$ cat config.mk
export PLATFORM = sky130hd
export DESIGN_NAME = lcd_mode_timing
export DESIGN_NICKNAME = d
export VERILOG_FILES = /design/src/hw/rtl/lcdmt_pkg.sv /design/src/hw/rtl/lcdmt_step.sv /design/src/hw/rtl/lcd_mode_timing.sv
export VERILOG_INCLUDE_DIRS = /design/src /design/src/hw/rtl
export SDC_FILE = /design/constraint.sdc
export NUM_CORES = 1
export LEC_CHECK = 0
export BUFFER_PORTS_ARGS = -buffer_cell sky130_fd_sc_hd__buf_4
export CAP_MARGIN = 10
export CORE_ASPECT_RATIO = 1.5
export CORE_MARGIN = 2
export CORE_UTILIZATION = 35
export CTS_BUF_LIST = sky130_fd_sc_hd__clkbuf_4 sky130_fd_sc_hd__clkbuf_8
export DETAILED_ROUTE_END_ITERATION = 10
export HOLD_SLACK_MARGIN = 0.15
export PLACE_DENSITY = 0.51
export SLEW_MARGIN = 20
export SYNTH_ARGS = -nofsm -noshare
export SYNTH_HDL_FRONTEND = slang
export SYNTH_SLANG_ARGS = --single-unit
$ cat constraint.sdc
create_clock -name clk -period 5.56 [get_ports clk]
set_input_delay 0.278 -clock clk [delete_from_list [all_inputs] [get_ports clk]]
set_output_delay 0.278 -clock clk [all_outputs]
set_load 0.01 [all_outputs]
$ cat src/hw/rtl/lcd_mode_timing_defines.svh
// Assertion macros used by the LCD mode timing top level.
`ifndef LCD_MODE_TIMING_DEFINES_SVH
`define LCD_MODE_TIMING_DEFINES_SVH

`ifndef SYNTHESIS
// Checked only outside reset.
`define LMT_ASSERT(lbl, clk, rst, prop) \
  lbl: assert property (@(posedge clk) disable iff (rst) prop) \
    else $error("lcd_mode_timing assertion failed");
// Checked on every edge, reset included.
`define LMT_ASSERT_ALWAYS(lbl, clk, prop) \
  lbl: assert property (@(posedge clk) prop) \
    else $error("lcd_mode_timing assertion failed");
`else
`define LMT_ASSERT(lbl, clk, rst, prop)
`define LMT_ASSERT_ALWAYS(lbl, clk, prop)
`endif

`endif

$ cat src/hw/rtl/lcdmt_pkg.sv
// Types and fixed constants of the LCD mode timing block.
package lcdmt_pkg;

  // Command codes
  localparam logic [1:0] CMD_TICK   = 2'd0;
  localparam logic [1:0] CMD_CTRL   = 2'd1;
  localparam logic [1:0] CMD_STATUS = 2'd2;
  localparam logic [1:0] CMD_CMP    = 2'd3;

  // Status mode codes
  localparam logic [1:0] MODE_HBLANK = 2'd0;
  localparam logic [1:0] MODE_VBLANK = 2'd1;
  localparam logic [1:0] MODE_OAM    = 2'd2;
  localparam logic [1:0] MODE_DRAW   = 2'd3;

  // Register bit positions
  localparam int LCD_ON_BIT   = 7;
  localparam int CMP_FLAG_BIT = 2;
  localparam int HBL_EN_BIT   = 3;
  localparam int VBL_EN_BIT   = 4;
  localparam int OAM_EN_BIT   = 5;
  localparam int CMP_EN_BIT   = 6;

  localparam int ACC_W = 10;

  typedef struct packed {
    logic [1:0] command;
    logic [5:0] cycles;
    logic [7:0] write_data;
  } item_word_t;

  typedef struct packed {
    logic [7:0] line;
    logic [7:0] status;
    logic [7:0] control;
    logic       vblank_irq;
    logic       stat_irq;
    logic       oam_scan;
    logic       line_draw;
    logic       frame_start;
  } result_word_t;

  typedef struct packed {
    logic [7:0]       control;
    logic [7:0]       status;
    logic [7:0]       line;
    logic [7:0]       compare;
    logic [ACC_W-1:0] accum;
  } lcd_state_t;

endpackage

$ cat src/hw/rtl/lcdmt_step.sv
// Next-state and result logic for one word of the LCD mode sequencer.
module lcdmt_step #(
  parameter int OAM_CYCLES    = 80,
  parameter int DRAW_CYCLES   = 172,
  parameter int HBLANK_CYCLES = 204,
  parameter int LINE_CYCLES   = 456,
  parameter int VISIBLE_LINES = 144,
  parameter int BLANK_LINES   = 10
) (
  input  lcdmt_pkg::lcd_state_t   state,
  input  lcdmt_pkg::item_word_t   item,
  output lcdmt_pkg::lcd_state_t   state_next,
  output lcdmt_pkg::result_word_t result
);
  import lcdmt_pkg::*;

  localparam logic [ACC_W-1:0] OAM_LEN  = ACC_W'(OAM_CYCLES);
  localparam logic [ACC_W-1:0] DRAW_LEN = ACC_W'(DRAW_CYCLES);
  localparam logic [ACC_W-1:0] HBL_LEN  = ACC_W'(HBLANK_CYCLES);
  localparam logic [ACC_W-1:0] LINE_LEN = ACC_W'(LINE_CYCLES);
  localparam logic [7:0]       VIS_END  = 8'(VISIBLE_LINES);
  localparam logic [7:0]       LAST_LN  = 8'(VISIBLE_LINES + BLANK_LINES);

  lcd_state_t       nxt;
  logic [ACC_W-1:0] acc_sum;
  logic [7:0]       line_inc;
  logic             hit;
  logic             stat;
  logic             vbl;
  logic             oam;
  logic             draw;
  logic             frame;

  always_comb begin
    nxt      = state;
    acc_sum  = state.accum + ACC_W'(item.cycles);
    line_inc = state.line + 8'd1;
    hit      = 1'b0;
    stat     = 1'b0;
    vbl      = 1'b0;
    oam      = 1'b0;
    draw     = 1'b0;
    frame    = 1'b0;
    unique case (item.command)
      CMD_CTRL: begin
        if (state.control[LCD_ON_BIT] && !item.write_data[LCD_ON_BIT]) begin
          nxt.line        = '0;
          nxt.status[1:0] = MODE_HBLANK;
        end else if (!state.control[LCD_ON_BIT] && item.write_data[LCD_ON_BIT]) begin
          hit = (state.line == state.compare);
          nxt.status[CMP_FLAG_BIT] = hit;
          stat = hit && state.status[CMP_EN_BIT];
        end
        nxt.accum   = '0;
        nxt.control = item.write_data;
      end
      CMD_STATUS: begin
        // low three bits are read-only, bit 7 reads as one
        nxt.status = {1'b1, item.write_data[6:3], state.status[2:0]};
      end
      CMD_CMP: begin
        nxt.compare = item.write_data;
        hit = (state.line == item.write_data);
        nxt.status[CMP_FLAG_BIT] = hit;
        stat = hit && state.status[CMP_EN_BIT];
      end
      default: begin
        if (state.control[LCD_ON_BIT]) begin
          nxt.accum = acc_sum;
          unique case (state.status[1:0])
            MODE_OAM: begin
              if (acc_sum >= OAM_LEN) begin
                nxt.accum       = acc_sum - OAM_LEN;
                nxt.status[1:0] = MODE_DRAW;
                oam             = 1'b1;
              end
            end
            MODE_DRAW: begin
              if (acc_sum >= DRAW_LEN) begin
                nxt.accum       = acc_sum - DRAW_LEN;
                nxt.status[1:0] = MODE_HBLANK;
                stat            = state.status[HBL_EN_BIT];
                draw            = 1'b1;
              end
            end
            MODE_HBLANK: begin
              if (acc_sum >= HBL_LEN) begin
                nxt.accum = acc_sum - HBL_LEN;
                nxt.line  = line_inc;
                hit = (line_inc == state.compare);
                nxt.status[CMP_FLAG_BIT] = hit;
                if (line_inc < VIS_END) begin
                  nxt.status[1:0] = MODE_OAM;
                  stat = (hit && state.status[CMP_EN_BIT]) || state.status[OAM_EN_BIT];
                end else begin
                  nxt.status[1:0] = MODE_VBLANK;
                  vbl  = 1'b1;
                  stat = (hit && state.status[CMP_EN_BIT]) || state.status[VBL_EN_BIT];
                end
              end
            end
            default: begin
              // V-blank line ends strictly past the line length
              if (acc_sum > LINE_LEN) begin
                nxt.accum = acc_sum - LINE_LEN;
                if (state.line > LAST_LN) begin
                  nxt.line        = '0;
                  hit             = (state.compare == 8'd0);
                  nxt.status[1:0] = MODE_OAM;
                  frame           = 1'b1;
                end else begin
                  nxt.line = line_inc;
                  hit      = (line_inc == state.compare);
                end
                nxt.status[CMP_FLAG_BIT] = hit;
                stat = hit && state.status[CMP_EN_BIT];
              end
            end
          endcase
        end
      end
    endcase
  end

  assign state_next = nxt;

  always_comb begin
    result.line        = nxt.line;
    result.status      = nxt.status;
    result.control     = nxt.control;
    result.vblank_irq  = vbl;
    result.stat_irq    = stat;
    result.oam_scan    = oam;
    result.line_draw   = draw;
    result.frame_start = frame;
  end

endmodule

$ cat src/hw/rtl/lcd_mode_timing.sv
// Top level of the LCD controller mode sequencer.
//
// Usage notes:
// - item channel (item_valid / item_stall / item) carries one word per step:
//   a tick with elapsed machine cycles, or a write of control, status or
//   line compare. A word is taken on a clock edge with valid high, stall low.
// - result channel (result_valid / result_stall / result) returns exactly one
//   word per item word: line, status and control after the step plus the
//   interrupt and event pulses of that step.
// - Path: an accepted word is held in the input register, and its result is
//   then registered in the result register, from which it is offered.
// - Throughput: one word per cycle while result_stall is low. The recurrence
//   through the state registers (mode, line, accumulator) sets that rate.
// - Stall: when result_stall holds a pending result, the input register
//   fills and item_stall rises; nothing is dropped or repeated.
// - Reset (rst, synchronous): all state registers clear (display off,
//   mode 0, line 0), both pipeline stages empty.
`include "lcd_mode_timing_defines.svh"

module lcd_mode_timing #(
  parameter int OAM_CYCLES    = 80,
  parameter int DRAW_CYCLES   = 172,
  parameter int HBLANK_CYCLES = 204,
  parameter int LINE_CYCLES   = 456,
  parameter int VISIBLE_LINES = 144,
  parameter int BLANK_LINES   = 10
) (
  input  logic                    clk,
  input  logic                    rst,
  input  logic                    item_valid,
  output logic                    item_stall,
  input  lcdmt_pkg::item_word_t   item,
  output logic                    result_valid,
  input  logic                    result_stall,
  output lcdmt_pkg::result_word_t result
);
  import lcdmt_pkg::*;

  // Input register stage
  logic         item_q_valid;
  item_word_t   item_q;

  // Architectural state of the sequencer
  lcd_state_t   state;
  lcd_state_t   state_next;
  result_word_t result_next;

  logic out_free;
  logic fire;
  logic accept;

  // Result slot can load when empty or being drained this cycle.
  assign out_free   = !result_valid || !result_stall;
  assign fire       = item_q_valid && out_free;
  assign item_stall = item_q_valid && !out_free;
  assign accept     = item_valid && !item_stall;

  lcdmt_step #(
    .OAM_CYCLES   (OAM_CYCLES),
    .DRAW_CYCLES  (DRAW_CYCLES),
    .HBLANK_CYCLES(HBLANK_CYCLES),
    .LINE_CYCLES  (LINE_CYCLES),
    .VISIBLE_LINES(VISIBLE_LINES),
    .BLANK_LINES  (BLANK_LINES)
  ) u_step (
    .state     (state),
    .item      (item_q),
    .state_next(state_next),
    .result    (result_next)
  );

  // Control: stage valids and sequencer state
  always_ff @(posedge clk) begin
    if (rst) begin
      item_q_valid <= 1'b0;
      result_valid <= 1'b0;
      state        <= '0;
    end else begin
      if (accept) begin
        item_q_valid <= 1'b1;
      end else if (fire) begin
        item_q_valid <= 1'b0;
      end
      result_valid <= fire || (result_valid && result_stall);
      if (fire) begin
        state <= state_next;
      end
    end
  end

  // Payload registers, no reset needed
  always_ff @(posedge clk) begin
    if (accept) begin
      item_q <= item;
    end
    if (fire) begin
      result <= result_next;
    end
  end

  // Display off: a tick leaves line and status untouched.
  `LMT_ASSERT(a_off_tick_idle, clk, rst,
    (fire && item_q.command == CMD_TICK && !state.control[LCD_ON_BIT])
      |=> ($stable(state.line) && $stable(state.status)))
  // Event pulses of one step never coincide.
  `LMT_ASSERT(a_events_exclusive, clk, rst,
    result_valid |-> $onehot0({result.vblank_irq, result.oam_scan,
                               result.line_draw, result.frame_start}))
  // Status bit 7, once written, stays until reset.
  `LMT_ASSERT(a_status_top_sticky, clk, rst,
    state.status[7] |=> state.status[7])
  // Input is held off only while the input register is occupied.
  `LMT_ASSERT(a_stall_only_full, clk, rst,
    item_stall |-> item_q_valid)
  // Reset leaves the display off at line zero with both stages empty.
  `LMT_ASSERT_ALWAYS(a_reset_clears, clk,
    rst |=> (state == '0 && !item_q_valid && !result_valid))

endmodule
==> run metrics <==
status finished clean; post_cts resized 0; ratio of final minimum period to clock period 80.2%; Synth area leaders edfxtp_1 24%, dfxtp_1 16%, nand2_1 5.8%; Total Power between 1 and 1.5 mW; Tmin final between 4 and 5 ns; r2r endpoint result[27]; Final nets 735; Setup Fix Bufs, Post-CTS 0; Top FF cell, synth edfxtp_1; reg-to-reg slack, setup about 1.1 ns; first-pass GRT wire length between 20 and 30 mm; antenna violations before repair 0; Pins Over Slew Limit 0; P_leak 2.42 nW; area delta synth->final 15.6%; CTS Root Cell clkbuf_8; most common cell in the netlist nand2_1; Wirelength per Cell roughly 20 µm; TritonCTS Sinks 89; synthesized area about 0.0057 mm²; Req. time, crit path 5.70 ns; Post-synth top cells 88 x nand2_1, 65 x a21oi_1, 54 x nor2_1; Die ar. between 0.015 and 0.02 mm²; row count 57; antenna-violating nets left 0; Die W around 110 µm; Synth cell types between 80 and 90; peak supply drop 0.159 mV; worst hold path type in2reg; min-delay src rst; Hold Fails Final Rpt 0; CTS buffer count 9; P_int 947 µW; Syn Area/Cell 8.75 µm²; Setup TNS 0 ns; Slew @ Worst Pin between 1 and 1.5 ns; TritonCTS clock tree done; launching point of the worst reg2reg path item_q[8]; Initial DRC Count between 200 and 300; area leader, netlist edfxtp_1; Reg clk slew, reported paths about 0.11 ns; post-synthesis sequential area ratio 39.3%; NetSw between 300 and 400 µW; DP HPWL approximately 13 mm; num ports slightly above 50; die height ~160 µm; share of cells above drive strength 1 between 10% and 20%; overall routing resource usage around a fifth; Place WS between 1 and 1.5 ns; clk_lat worst skew between 0.3 and 0.4 ns; total number of yosys warnings 0; ys async rst share 0%; Setup crit end kind flop; Initial Utilization 35.4%; Final GP Congestion approximately 0.90; max-cap violation count 0; CP max FO 11; Power Density ~200 mW/mm²; Buffers on Ports 50; RSZ-0062 raised after global routing no; Fmax around 0.22 GHz; Worst Setup Slack, final around 1.1 ns; largest net degree at the start of global routing between 50 and 60; drt first pass iters 7; CP Launch Point item_q[8]; critical path type reg2reg; share of the synthesized area in the top cell type about a quarter; switching share of power 28.7%; Synth Register Bits between 80 and 90; H-tree Lvls 3; post-synthesis cell count approximately 650; Mapped Nets 690; final WL roughly 18 mm; Comb pwr share between 10% and 20%; arrival time at the worst endpoint between 4 and 5 ns; Hold Slack 0.321 ns; R2R cell count 14; Core ar. around 0.016 mm²; Post-synth EDFFs 45; grt ovf 0; Final Skew ~0.015 ns; vias in the first global route between 5000 and 6000; clk buf depth 2; count of final setup violators 0; Seq pwr share approximately 55%; vias after detailed routing ~5200; via/cell ratio around 5.8; CP endpoint result[27]; slew margin rel. 29.8%; DRC 0; ant diodes 0; Worst setup SP type flop; Clock power frac ~34%
-- how the worst min path moves through the flow --
stage	to	slack (ns)	cells past startpoint
3_3_place_gp	state[36]	0.44	2
3_5_place_dp	state[36]	0.44	2
2_1_floorplan	item_q[0]	0.38	0
4_1_cts	item_q_valid	0.32	2
5_1_grt	item_q_valid	0.33	2
6_report	item_q_valid	0.32	2
-- critical path: stages, from the launching register on --
cell and delay, ns:
edfxtp_1 0.38, ha_1 0.25, fa_1 0.44, a211oi_2 0.32, nor3b_1 0.11, nor2_1 0.46
inv_1 0.28, ha_1 0.42, nand2b_1 0.19, nand3_1 0.16, a21oi_2 0.21, nor3_2 0.13
a21o_1 0.19, a32o_1 0.26, a311oi_1 0.42
-- power by group through the flow --
stage	logic, mW	clock network (mW)	registers (mW)
finish	0.147	0.454	0.727
detailed placement	0.137	0	0.742
CTS	0.148	0.471	0.727
global placement	0.137	0	0.741
floorplan	0.0801	0	0.740
global route	0.161	0.493	0.729
-- cell type report --
| type | instances | area (µm²) |
|---|---|---|
| fill | 1625 | 9480 |
| multi-input combinational | 501 | 3210 |
| sequential | 89 | 2230 |
| timing repair buffer | 74 | 601 |
| tap | 206 | 258 |
| clock buffer | 9 | 124 |
| clock inverter | 7 | 71.3 |
| inverter | 19 | 71.3 |
-- placed cells by master (no fill, tap or decap), types with 5 or more instances in the layout --
cell	netlist	layout
a21o_1	8	8
clkbuf_8	0	9
a21oi_1	65	65
nor2_1	54	54
a31oi_1	7	7
xor2_1	11	11
nand3_1	24	24
xnor2_1	17	17
dlygate4sd3_1	0	18
or3_1	7	7
o21ai_0	31	31
nand2b_1	9	9
mux2_2	12	12
edfxtp_1	45	45
nand2_1	88	88
dfxtp_1	44	44
buf_4	0	56
o221ai_1	5	5
nor3_1	14	14
o22ai_1	5	5
ha_1	20	20
and3_1	5	5
nand4_1	7	7
a311oi_1	5	5
inv_1	14	14
nor2b_1	6	6
o211ai_1	7	7
o21a_1	7	7
-- per-stage QoR --
| step | instance area [µm²] | utilization, % | cells |
|---|---|---|---|
| after global placement | 6190 | 38.6 | 871 |
| after floorplan | 5680 | - | 649 |
| after detailed placement | 6190 | 38.6 | 871 |
| final | 6570 | 40.9 | 905 |
| after CTS | 6570 | 40.9 | 905 |
| after global routing | 6570 | 40.9 | 905 |
-- kinds of logic (layout without fill, tap and decap cells) --
kind of cell             after synthesis  after routing  synth area share [%]
adder cells (fa/ha/maj)               21             21                  4.76
AO/OA/AOI/OAI                        200            200                  24.4
AND/OR/NAND/NOR                      238            238                  19.9
flip-flops                            89             89                  39.3
buffers and inverters                 59            109                  4.16
multiplexers                          12             12                  2.38
XOR/XNOR                              30             30                  5.09
-- what timing repair did --
action / 4_1_cts / 5_1_grt
setup endpoints to repair: 0 / 0
hold endpoints to repair: 18 / 0
hold buffers: 18 / 0
-- per-layer routing --
layer	vias to the layer above	GRT usage, %	wire length (µm)
li1	2479	-	-
met1	2549	24.0	6840
met2	141	39.7	9740
met3	37	2.00	593
met4	0	8.04	605
met5	-	0	0
-- state kept, by name (all words and copies together), names as in the netlist --
signal	count
state	42
result	29
item_q	16
item_q_valid	1
result_valid	1
Power figures use the tool's default switching activity.
